`src/rtl/core/lnas_pkg.sv`:
```
// ----------------------------------------------------------------------------
// lnas_pkg
// Shared constants and types of the four-neighbor light averaging stencil.
// ----------------------------------------------------------------------------
`default_nettype none

package lnas_pkg;

    // Row store geometry
    localparam int MAX_WIDTH = 1024;
    localparam int ADDR_W    = $clog2(MAX_WIDTH);
    localparam int WCNT_W    = $clog2(MAX_WIDTH + 1);

    // Field widths
    localparam int CH_W      = 16;
    localparam int FW_W      = 11;
    localparam int FH_W      = 16;
    localparam int GAIN_W    = 16;
    localparam int SUM_W     = CH_W + 2;
    localparam int NUM_OPS   = 4;
    localparam int CNT_W     = 3;
    localparam int PROD_W    = SUM_W + GAIN_W;

    // Scaling constants
    localparam int GAIN_SHIFT = 14;
    localparam int SHIFTED_W  = PROD_W - GAIN_SHIFT;
    localparam logic [SHIFTED_W-1:0] SAT_LIMIT = SHIFTED_W'(48960);
    // floor(g / 3) = (g * DIV3_MULT) >> DIV3_SHIFT for every 16-bit g
    localparam int DIV3_SHIFT = 17;
    localparam logic [DIV3_SHIFT-1:0] DIV3_MULT = DIV3_SHIFT'(43691);

    // APB register map
    localparam int PADDR_W = 4;
    localparam int PDATA_W = 32;
    localparam logic [1:0] REG_FRAME_WIDTH  = 2'd0;
    localparam logic [1:0] REG_FRAME_HEIGHT = 2'd1;
    localparam logic [1:0] REG_FALLOFF_GAIN = 2'd2;

    // Reset values
    localparam logic [FW_W-1:0]   RST_FRAME_WIDTH  = FW_W'(640);
    localparam logic [FH_W-1:0]   RST_FRAME_HEIGHT = FH_W'(480);
    localparam logic [GAIN_W-1:0] RST_FALLOFF_GAIN = GAIN_W'(15565);

    // Neighbor operand slots, consumed one per cell in this order
    localparam int OP_RIGHT = 0;
    localparam int OP_LEFT  = 1;
    localparam int OP_DOWN  = 2;
    localparam int OP_UP    = 3;

    typedef logic [CH_W-1:0] t_chan;

    typedef struct packed {
        t_chan red;
        t_chan green;
        t_chan blue;
    } t_rgb;

    typedef struct packed {
        logic [SUM_W-1:0] red;
        logic [SUM_W-1:0] green;
        logic [SUM_W-1:0] blue;
    } t_rgb_sum;

    typedef struct packed {
        logic present;
        t_rgb rgb;
    } t_operand;

    // Word handed from one accumulate cell to the next
    typedef struct packed {
        logic                     valid;
        logic                     last;
        logic [CNT_W-1:0]         count;
        t_rgb_sum                 sum;
        t_operand [NUM_OPS-1:0]   ops;
    } t_cell_bus;

endpackage

`default_nettype wire

```
`src/rtl/core/lnas_cell.sv`:
```
// ----------------------------------------------------------------------------
// lnas_cell
// Accumulate cell: adds the head neighbor operand to the running sums when
// that neighbor is in frame, counts it, and hands the word to the next cell.
// ----------------------------------------------------------------------------
`default_nettype none

module lnas_cell (
    input  wire                  i_clk,
    input  wire                  i_rst_n,
    input  lnas_pkg::t_cell_bus  i_bus,
    output logic                 o_ready,
    input  wire                  i_ready,
    output lnas_pkg::t_cell_bus  o_bus
);

    logic                r_valid;
    lnas_pkg::t_cell_bus r_bus;
    lnas_pkg::t_cell_bus n_bus;
    logic                w_load;

    assign o_ready = !r_valid || i_ready;
    assign w_load  = o_ready;

    // Add head operand, shift the rest down one slot
    always_comb begin
        n_bus = i_bus;
        if (i_bus.ops[0].present) begin
            n_bus.sum.red   = i_bus.sum.red   + lnas_pkg::SUM_W'(i_bus.ops[0].rgb.red);
            n_bus.sum.green = i_bus.sum.green + lnas_pkg::SUM_W'(i_bus.ops[0].rgb.green);
            n_bus.sum.blue  = i_bus.sum.blue  + lnas_pkg::SUM_W'(i_bus.ops[0].rgb.blue);
            n_bus.count     = i_bus.count + lnas_pkg::CNT_W'(1);
        end
        for (int k = 0; k < lnas_pkg::NUM_OPS - 1; k++) begin
            n_bus.ops[k] = i_bus.ops[k+1];
        end
        n_bus.ops[lnas_pkg::NUM_OPS-1] = '0;
    end

    // Valid bit
    always_ff @(posedge i_clk) begin
        if (!i_rst_n) begin
            r_valid <= 1'b0;
        end else if (w_load) begin
            r_valid <= i_bus.valid;
        end
    end

    // Payload
    always_ff @(posedge i_clk) begin
        if (w_load) begin
            r_bus <= n_bus;
        end
    end

    always_comb begin
        o_bus       = r_bus;
        o_bus.valid = r_valid;
    end

endmodule

`default_nettype wire

```
`config.mk`:
```
export PLATFORM = sky130hd
export DESIGN_NAME = lnas_cell
export DESIGN_NICKNAME = d
export VERILOG_FILES = /design/src/rtl/core/lnas_pkg.sv /design/src/rtl/core/lnas_cell.sv
export SDC_FILE = /design/constraint.sdc
export NUM_CORES = 1
export LEC_CHECK = 0
export BUFFER_PORTS_ARGS = -buffer_cell sky130_fd_sc_hd__clkbuf_2
export CAP_MARGIN = 30
export CELL_PAD_IN_SITES_DETAIL_PLACEMENT = 0
export CELL_PAD_IN_SITES_GLOBAL_PLACEMENT = 1
export CORE_AREA = 2 2 201 203
export DETAILED_ROUTE_END_ITERATION = 10
export DIE_AREA = 0 0 203 205
export PLACE_DENSITY = 0.71
export REMOVE_ABC_BUFFERS = 1
export SETUP_SLACK_MARGIN = 0.05
export SYNTH_ARGS = -nofsm -noshare
export SYNTH_HDL_FRONTEND = slang
export SYNTH_SLANG_ARGS = --single-unit
```
`constraint.sdc`:
```
create_clock -name i_clk -period 9.76 [get_ports i_clk]
set_input_delay 0.488 -clock i_clk [delete_from_list [all_inputs] [get_ports i_clk]]
set_output_delay 0.488 -clock i_clk [all_outputs]
set_load 0.1 [all_outputs]
```
==> qor.yml <==
clock_network:
  clockRootBuffer: "clkbuf_16"
  post_cts_buffers: 0
  clkTransAtPathRegs_ns: 0.06
  cts_inserted_buffers: 24
  htree_levels: 1
  cts.path.max_buffers: 3
  clk_latency_ns: 0.53
  clkSinkCount: 206
  cts_tree: "built"
  post_cts_resized: 0
  hold_buffers: 0
placement:
  dpl_worst_slack_ns: 6.90
  placed_area_sq_um: 12400
  port_buffers: 464
  gp_congestion: 0.789
  hpwlAfterDp_um: 24400
sta:
  fin_crit_ns: 2.34
  setup-tns-final_ns: 0
  finalCritPeriodShare_pct: 23.9
  hold_viol_final: 0
  maxSlewHeadroom_pct: 44.8
  rsz0062_at_grt: "no"
  max_freq_ghz: 0.428
  worst_slew_pin_slew_ns: 0.828
  drv_slew: 0
  setup_violations: 0
  finalWorstSetupSlack_ns: 7.42
  holdWs_ns: 0.122
  clock_skew_ns: 0.0113
synthesis:
  synth_warnings: 0
  yosysTopAreaCellShare_pct: 64.3
  synth-seq-cells: 206
  synth_common_cells: "205 x edfxtp_1, 50 x buf_4, 49 x ha_1, 39 x a21oi_1, 32 x mux2_2"
  synth_top_area_cell: "edfxtp_1"
  ys_seq_area_share_pct: 64.5
  syn_avg_cell_area_sq_um: 14.5
  syn_area_sq_um: 9570
  postSynth.asyncResetShare_pct: 0
  synth_edf_count: 205
  synth_ff_type: "edfxtp_1"
  syn_inst: 659
  synth_area_leaders: "edfxtp_1 64%, ha_1 6.4%, buf_4 3.9%"
  ys_types: 58
  synthMostInstantiatedCell: "edfxtp_1"
global_route:
  antenna_found_initial: 7
  grt_pass1_vias: 7096
  grt_use_total_pct: 13.7
  grt_pass1_wl_um: 43000
  grt_max_degree: 73
  grt_overflow_total: 0
worst_setup_path:
  crit_arrival_ns: 2.62
  path_class: "in -> reg"
  endpoint: "o_bus[226]"
  worstPathMaxFanout: 3
  startpoint: "i_bus[214]"
  worst_path_max_delay_cell: "fa_1"
  cp-start-kind: "primary input"
  r2r-end: "o_bus[118]"
  critPathMaxStageDelay_ns: 0.40
  crit_chain: "clkbuf_2, ha_1, inv_1, fa_1, nor2b_1, o31a_1, o41ai_4, a21oi_2, a31oi_4, xnor2_1, mux2_2"
  reg2reg_depth: 3
  reg2reg_slack_ns: 7.60
  critPathRequiredTime_ns: 10.04
  timing.rr.start: "r_valid"
  endpoint_kind: "flop"
flow_run:
  maxCapViolCount: 0
routing:
  wire_per_inst_um: 18.1
  via_per_inst: 4.19
  drtPass1Iterations: 4
  drcViolationCount: 0
  via_count: 7057
  drt_iter0_drc: 288
  totalWireLength_um: 30500
  ant_nets: 0
die:
  pin_count: 514
  start_util_pct: 24.3
  rows: 73
  die_w_um: 203
  coreArea_sq_um: 39400
  die_area_sq_um: 41600
  dieHeight_um: 205
power_and_ir_drop:
  power_density_nw_per_um2: 227
  ir_drop_mv: 0.135
  p_leak_nw: 5.96
min_path:
  hp-start: "i_bus[78]"
  min_path_type: "in -> reg"
  hold_depth: 1
cells_and_area:
  fin_util_pct: 33.4
  n_fill_cell: 3998
  area_delta_synth_final_pct: 37.5
  design_area_sq_um: 13200
  fin_nets: 1449
  drive_gt1_share_pct: 47.8
outcome:
  status: "completed"
## state kept, by name, indices dropped and copies added, names as in the netlist
register and cells:
o_bus 205, r_valid 1
## worst max-delay path, delay by kind of cell
family | cells | cell delay [ns]
compound gates | 4 | 0.74
fa+ha+maj | 2 | 0.62
mux | 1 | 0.27
simple gates | 1 | 0.17
buf+inv | 2 | 0.16
xor+xnor | 1 | 0.16
## cells in the final DEF (no fill, tap or decap), types with 7 or more instances in the layout
cell,n
nand3_1,12
inv_1,20
mux2_2,32
o21bai_1,7
nor2b_1,8
o21ai_0,16
clkbuf_2,464
nor2_1,28
conb_1,49
o211ai_1,8
edfxtp_1,205
clkbuf_16,24
a211oi_1,7
xnor2_1,27
xor2_1,13
a21oi_1,39
nand2_1,23
o21a_1,9
ha_1,49
a21o_1,21
## where the power goes
part	internal (mW)	switching (mW)
logic	0.179	0.833
clock network	0.507	0.373
registers	1.07	0.0229
## worst min-delay path by stage
stage | to | slack, ns
after floorplan | o_bus[0] | 0.59
after global placement | o_bus[34] | 0.67
after detailed placement | o_bus[7] | 0.67
after CTS | o_bus[107] | 0.09
after global routing | o_bus[81] | 0.09
final | o_bus[29] | 0.12
## kinds of logic after synthesis
| family | synth area share (%) |
|---|---|
| simple gates | 4.84 |
| flops | 64.5 |
| other cells | 0.0392 |
| mux | 4.08 |
| xor+xnor | 3.66 |
| buf+inv | 5.23 |
| fa+ha+maj | 7.03 |
| compound gates | 10.6 |
## per-layer routing
metal	wire [um]	vias up	global-route usage [%]
li1	-	3376	-
met2	15400	291	24.3
met1	12100	3341	16.3
met4	577	8	3.91
met5	61	-	0
met3	2400	41	3.48
## metrics by stage
step           total power [mW]  std cells
2_1_floorplan              1.94        644
3_3_place_gp               2.12       1636
3_5_place_dp               2.12       1637
4_1_cts                    3.03       1679
5_1_grt                    3.10       1681
6_report                   2.98       1683
## final cells by class
cell class                      instances  area [sq um]  area share (%)
Timing Repair Buffer                  469          2390            18.2
Clock inverter                         16           158            1.20
Sequential cell                       206          6180            46.9
Tap cell                              525           657            4.99
Inverter                               20          75.1           0.571
Clock buffer                           26           608            4.62
Multi-Input combinational cell        418          3080            23.4
Antenna cell                            3          7.51          0.0571
Note: power is estimated with default switching activity, not from simulation.
