`config.mk`:
```
export PLATFORM = sky130hd
export DESIGN_NAME = lnas_scale
export DESIGN_NICKNAME = d
export VERILOG_FILES = /design/src/rtl/core/lnas_pkg.sv /design/src/rtl/core/lnas_scale.sv
export SDC_FILE = /design/constraint.sdc
export NUM_CORES = 2
export LEC_CHECK = 0
export BUFFER_PORTS_ARGS = -buffer_cell sky130_fd_sc_hd__buf_2
export CAP_MARGIN = 20
export CORE_MARGIN = 1
export CORE_UTILIZATION = 42
export CTS_CLUSTER_DIAMETER = 30
export DETAILED_ROUTE_END_ITERATION = 7
export SKIP_CTS_REPAIR_TIMING = 1
export SLEW_MARGIN = 25
export SYNTH_ARGS = -nofsm -noshare
export SYNTH_HDL_FRONTEND = slang
export SYNTH_SLANG_ARGS = --single-unit
```
`constraint.sdc`:
```
create_clock -name i_clk -period 8.85 [get_ports i_clk]
set_input_delay 0.885 -clock i_clk [delete_from_list [all_inputs] [get_ports i_clk]]
set_output_delay 0.885 -clock i_clk [all_outputs]
set_load 0.05 [all_outputs]
```
`src/rtl/core/lnas_pkg.sv`:
```
// ----------------------------------------------------------------------------
// lnas_pkg
// Shared constants and types of the four-neighbor light averaging stencil.
// ----------------------------------------------------------------------------
`default_nettype none

package lnas_pkg;

    // Row store geometry
    localparam int MAX_WIDTH = 1024;
    localparam int ADDR_W    = $clog2(MAX_WIDTH);
    localparam int WCNT_W    = $clog2(MAX_WIDTH + 1);

    // Field widths
    localparam int CH_W      = 16;
    localparam int FW_W      = 11;
    localparam int FH_W      = 16;
    localparam int GAIN_W    = 16;
    localparam int SUM_W     = CH_W + 2;
    localparam int NUM_OPS   = 4;
    localparam int CNT_W     = 3;
    localparam int PROD_W    = SUM_W + GAIN_W;

    // Scaling constants
    localparam int GAIN_SHIFT = 14;
    localparam int SHIFTED_W  = PROD_W - GAIN_SHIFT;
    localparam logic [SHIFTED_W-1:0] SAT_LIMIT = SHIFTED_W'(48960);
    // floor(g / 3) = (g * DIV3_MULT) >> DIV3_SHIFT for every 16-bit g
    localparam int DIV3_SHIFT = 17;
    localparam logic [DIV3_SHIFT-1:0] DIV3_MULT = DIV3_SHIFT'(43691);

    // APB register map
    localparam int PADDR_W = 4;
    localparam int PDATA_W = 32;
    localparam logic [1:0] REG_FRAME_WIDTH  = 2'd0;
    localparam logic [1:0] REG_FRAME_HEIGHT = 2'd1;
    localparam logic [1:0] REG_FALLOFF_GAIN = 2'd2;

    // Reset values
    localparam logic [FW_W-1:0]   RST_FRAME_WIDTH  = FW_W'(640);
    localparam logic [FH_W-1:0]   RST_FRAME_HEIGHT = FH_W'(480);
    localparam logic [GAIN_W-1:0] RST_FALLOFF_GAIN = GAIN_W'(15565);

    // Neighbor operand slots, consumed one per cell in this order
    localparam int OP_RIGHT = 0;
    localparam int OP_LEFT  = 1;
    localparam int OP_DOWN  = 2;
    localparam int OP_UP    = 3;

    typedef logic [CH_W-1:0] t_chan;

    typedef struct packed {
        t_chan red;
        t_chan green;
        t_chan blue;
    } t_rgb;

    typedef struct packed {
        logic [SUM_W-1:0] red;
        logic [SUM_W-1:0] green;
        logic [SUM_W-1:0] blue;
    } t_rgb_sum;

    typedef struct packed {
        logic present;
        t_rgb rgb;
    } t_operand;

    // Word handed from one accumulate cell to the next
    typedef struct packed {
        logic                     valid;
        logic                     last;
        logic [CNT_W-1:0]         count;
        t_rgb_sum                 sum;
        t_operand [NUM_OPS-1:0]   ops;
    } t_cell_bus;

endpackage

`default_nettype wire

```
`src/rtl/core/lnas_scale.sv`:
```
// ----------------------------------------------------------------------------
// lnas_scale
// Scales the neighbor sums by gain / count and saturates at 765.0.
// Three stages: factor select, multiply, shift and clamp (output register).
// ----------------------------------------------------------------------------
`default_nettype none

module lnas_scale (
    input  wire                                   i_clk,
    input  wire                                   i_rst_n,
    input  wire [lnas_pkg::GAIN_W-1:0]            i_gain,
    input  lnas_pkg::t_cell_bus                   i_bus,
    output logic                                  o_ready,
    output logic                                  o_valid,
    input  wire                                   i_ready,
    output lnas_pkg::t_rgb                        o_rgb,
    output logic                                  o_last
);

    localparam int DIV3_PROD_W = lnas_pkg::GAIN_W + lnas_pkg::DIV3_SHIFT;

    // gain / 3, kept ready from the register value
    logic [DIV3_PROD_W-1:0]      w_div3_prod;
    logic [lnas_pkg::GAIN_W-1:0] r_gain_div3;

    assign w_div3_prod = DIV3_PROD_W'(i_gain) * DIV3_PROD_W'(lnas_pkg::DIV3_MULT);

    always_ff @(posedge i_clk) begin
        r_gain_div3 <= w_div3_prod[DIV3_PROD_W-1 -: lnas_pkg::GAIN_W];
    end

    // Stage ready chain
    logic r1_valid, r2_valid, r3_valid;
    logic w_rdy1, w_rdy2, w_rdy3;

    assign w_rdy3  = !r3_valid || i_ready;
    assign w_rdy2  = !r2_valid || w_rdy3;
    assign w_rdy1  = !r1_valid || w_rdy2;
    assign o_ready = w_rdy1;

    // Stage 1: factor select
    logic [lnas_pkg::GAIN_W-1:0] n_factor;
    logic [lnas_pkg::GAIN_W-1:0] r1_factor;
    lnas_pkg::t_rgb_sum          r1_sum;
    logic                        r1_last;

    always_comb begin
        case (i_bus.count)
            lnas_pkg::CNT_W'(1): n_factor = i_gain;
            lnas_pkg::CNT_W'(2): n_factor = i_gain >> 1;
            lnas_pkg::CNT_W'(3): n_factor = r_gain_div3;
            lnas_pkg::CNT_W'(4): n_factor = i_gain >> 2;
            default:             n_factor = '0;
        endcase
    end

    always_ff @(posedge i_clk) begin
        if (!i_rst_n) begin
            r1_valid <= 1'b0;
        end else if (w_rdy1) begin
            r1_valid <= i_bus.valid;
        end
    end

    always_ff @(posedge i_clk) begin
        if (w_rdy1) begin
            r1_factor <= n_factor;
            r1_sum    <= i_bus.sum;
            r1_last   <= i_bus.last;
        end
    end

    // Stage 2: one multiplier per channel
    logic [lnas_pkg::PROD_W-1:0] r2_red, r2_green, r2_blue;
    logic                        r2_last;

    always_ff @(posedge i_clk) begin
        if (!i_rst_n) begin
            r2_valid <= 1'b0;
        end else if (w_rdy2) begin
            r2_valid <= r1_valid;
        end
    end

    always_ff @(posedge i_clk) begin
        if (w_rdy2) begin
            r2_red   <= lnas_pkg::PROD_W'(r1_sum.red)   * lnas_pkg::PROD_W'(r1_factor);
            r2_green <= lnas_pkg::PROD_W'(r1_sum.green) * lnas_pkg::PROD_W'(r1_factor);
            r2_blue  <= lnas_pkg::PROD_W'(r1_sum.blue)  * lnas_pkg::PROD_W'(r1_factor);
            r2_last  <= r1_last;
        end
    end

    // Stage 3: drop fraction bits and saturate
    logic [lnas_pkg::SHIFTED_W-1:0] w_sh_red, w_sh_green, w_sh_blue;
    lnas_pkg::t_rgb                 n_rgb;
    lnas_pkg::t_rgb                 r3_rgb;
    logic                           r3_last;

    assign w_sh_red   = r2_red[lnas_pkg::PROD_W-1:lnas_pkg::GAIN_SHIFT];
    assign w_sh_green = r2_green[lnas_pkg::PROD_W-1:lnas_pkg::GAIN_SHIFT];
    assign w_sh_blue  = r2_blue[lnas_pkg::PROD_W-1:lnas_pkg::GAIN_SHIFT];

    always_comb begin
        n_rgb.red   = (w_sh_red > lnas_pkg::SAT_LIMIT)
                    ? lnas_pkg::CH_W'(lnas_pkg::SAT_LIMIT) : lnas_pkg::CH_W'(w_sh_red);
        n_rgb.green = (w_sh_green > lnas_pkg::SAT_LIMIT)
                    ? lnas_pkg::CH_W'(lnas_pkg::SAT_LIMIT) : lnas_pkg::CH_W'(w_sh_green);
        n_rgb.blue  = (w_sh_blue > lnas_pkg::SAT_LIMIT)
                    ? lnas_pkg::CH_W'(lnas_pkg::SAT_LIMIT) : lnas_pkg::CH_W'(w_sh_blue);
    end

    always_ff @(posedge i_clk) begin
        if (!i_rst_n) begin
            r3_valid <= 1'b0;
        end else if (w_rdy3) begin
            r3_valid <= r2_valid;
        end
    end

    always_ff @(posedge i_clk) begin
        if (w_rdy3) begin
            r3_rgb  <= n_rgb;
            r3_last <= r2_last;
        end
    end

    assign o_valid = r3_valid;
    assign o_rgb   = r3_rgb;
    assign o_last  = r3_last;

endmodule

`default_nettype wire

```
==> results by group <==
Placement
  • Routability Congestion: 0.8401
  • Placed Area: 39700 um^2
  • IO buf count: 128
  • Placement Setup Slack: 1.607 ns
  • Final HPWL DP: 70550 um

Floorplanning
  • Initial Util: 42.58%
  • Site row count: 109
  • IO Pins: 325
  • Die H: 301.8 um
  • Die Span X: 301.8 um
  • Core area: 88650 um^2
  • Die area: 91070 um^2

Route
  • Via count: 25179
  • DR vias/cell: 4.998
  • Remaining antenna violation count: 0
  • Drt wl/cell: 17.70 um
  • DRT Pass-1 Iters: 7
  • Post-Route WL: 89180 um
  • # DRC: 0
  • Initial drt markers: 1140

Hold path
  • HP Class: reg -> reg

Final layout
  • Ant diodes: 0
  • Fillers: 8576
  • Fin nets: 5314
  • Commonest non-fill, non-tap cell in the layout: inv_1
  • Area delta synth->final: 6.934%
  • Fin area: 40360 um^2
  • Most frequent cells in the layout: inv_1, fa_1, nand2_1, ha_1, and2_1
  • Share of layout cells above drive strength 1: 6.481%
  • Final core utilization: 45.53%

Global route
  • Vias in the first global route: 27367
  • Overall Global Routing Usage: 21.01%
  • First-pass GRT wire length: 147200 um
  • Antenna violations before repair: 4
  • Largest net degree at the start of global routing: 62
  • Total gr overflow: 0

Clocking
  • CTS tree: done
  • Clk_lat worst skew: 0.54 ns
  • Clock root buffer: clkbuf_16
  • CTS sink count: 199
  • Clock tree buffer depth: 2
  • H-tree depth: 4
  • Reg clk slew, reported paths: 0.09 ns
  • Total CTS buffers: 17

Logic synthesis
  • Yosys warns: 0
  • Area contributors post-synth: fa_1, ha_1, edfxtp_1
  • Share of the synthesized area in the top cell type: 39.51%
  • Compound-Gate Fraction of Synth Area: 3.855%
  • Syn Area/Cell: 9.881 um^2
  • Syn nets: 5274
  • Post-synth ARST share: 0%
  • Seq/Total Area, Yosys: 15.35%
  • Gate Count Post-Synth: 3820
  • Largest family of logic cells by synthesized area: adder cells
  • Flops & latches, synth: 199
  • Netlist cell types: 63
  • Mapped Area: 37750 um^2
  • Synth Area in Simple Gates: 14.34%
  • Area leader, netlist: fa_1
  • Post-synth EDFFs: 181
  • Synth Area in XOR/XNOR: 1.740%
  • Post-synthesis mux area share: 0.3713%
  • Adder-Cell Fraction of Synth Area: 53.93%
  • Main synth FF type: edfxtp_1

Pwr
  • Leak: 0.02041 uW
  • Worst VDD drop: 0.3352 mV
  • Power per cell area: 320.4 nW/um^2

STA
  • Final setup TNS: 0 ns
  • Max_slew headroom: 27.24%
  • Fin crit period: 7.283 ns
  • Final WS setup: 1.567 ns
  • Fmax: 137.3 MHz
  • Setup-failing EPs final: 0
  • Worst slew pin tran: 1.091 ns
  • Pins Over Slew Limit: 0
  • Worst hold slack: 0.4264 ns
  • RSZ-0062 raised after global routing: no
  • Tcrit/Tclk final: 82.29%
  • Fin Clk Skew: 0.01698 ns
  • Final Hold Vio Count: 0

Worst setup path
  • Critical Path RT: 9.13 ns
  • Setup crit start kind: flip-flop
  • Worst setup EP type: flip-flop
  • Worst path arrival time: 7.56 ns
  • CP max FO: 20
  • WS Path Type: reg -> reg

Flow run
  • Maxcap violations: 0

Run status
  • Outcome: completed
## path summary, 6_finish.rpt
check / start / endpoint / slack (ns) / cells after the start
worst min register to register: r2_last / o_last / 0.43 / 0
worst max register to register: r1_factor[8] / r2_blue[33] / 1.57 / 22
worst max-delay path: r1_factor[8] / r2_blue[33] / 1.57 / 22
worst min-delay path: r2_last / o_last / 0.43 / 0
## flip-flops by register name, indices dropped and copies added (netlist names)
name / flops
r1_sum: 54
o_rgb: 48
r2_blue: 20
r2_green: 20
r2_red: 20
r1_factor: 16
r_gain_div3: 15
o_last: 1
o_valid: 1
r1_last: 1
r1_valid: 1
r2_last: 1
r2_valid: 1
## synth_stat cells, drive strengths merged (14+ instances only)
master,n
fa,745
xnor2,52
nand2,497
o21ai,34
nor2,50
nand3,20
inv,889
dfxtp,18
nand4,17
xor2,23
a22oi,14
o21a,15
and2,420
nor3,15
a21o,29
o22ai,14
clkbuf,156
or2,22
ha,435
a21oi,66
edfxtp,181
mux2i,14
## cell families (layout without fill, tap and decap cells)
logic type / count (synthesis) / after routing
and+or+nand+nor: 1088 / 1088
adders and majority gates: 1180 / 1180
muxes: 14 / 14
DFF: 199 / 199
AOI/OAI and AO/OA: 218 / 218
buffers and inverters: 1046 / 1099
xor gates and xnor gates: 75 / 75
## power by group
part	internal (uW)	switching, uW
Combinational	4280	5810
Sequential	1710	245
Clock	421	476
## critical path: stages (launching register included)
cell and delay (ns):
edfxtp_1 1.07, buf_4 0.45, nand2_1 0.13, fa_1 0.54
inv_1 0.05, fa_1 0.48, fa_1 0.59, fa_1 0.44
fa_1 0.49, inv_1 0.05, fa_1 0.47, inv_1 0.04
ha_1 0.32, and2_1 0.17, a221o_1 0.33, a41o_1 0.25
nand3_1 0.09, o211ai_2 0.13, o31ai_2 0.33, a311oi_1 0.19
o21a_1 0.21, nor2_1 0.11, xnor2_1 0.07
## metrics by stage
stage | cells | total power (uW)
after CTS | 5038 | 13200
final | 5038 | 12930
after global placement | 5001 | 12090
after detailed placement | 5006 | 12160
after floorplan | 3820 | 9591
after global routing | 5038 | 14600
## final cells by class
| class | count | area [um^2] | area share (%) |
|---|---|---|---|
| tap | 1165 | 1458 | 3.611 |
| inverter | 889 | 3337 | 8.267 |
| clock buffer | 17 | 425.4 | 1.054 |
| timing repair buffer | 178 | 1071 | 2.653 |
| sequential | 199 | 5796 | 14.36 |
| multi-input combinational | 2575 | 28040 | 69.48 |
| clock inverter | 15 | 234.0 | 0.5797 |
## metal layers
metal | track usage (%) | wire length (um) | vias up
met1 | 27.37 | 38610 | 12950
met4 | 6.373 | 2062 | 6
met5 | 0 | 48 | -
li1 | - | - | 11593
met2 | 36.19 | 44700 | 512
met3 | 2.981 | 3762 | 118
Note: power is estimated with default switching activity, not from simulation.
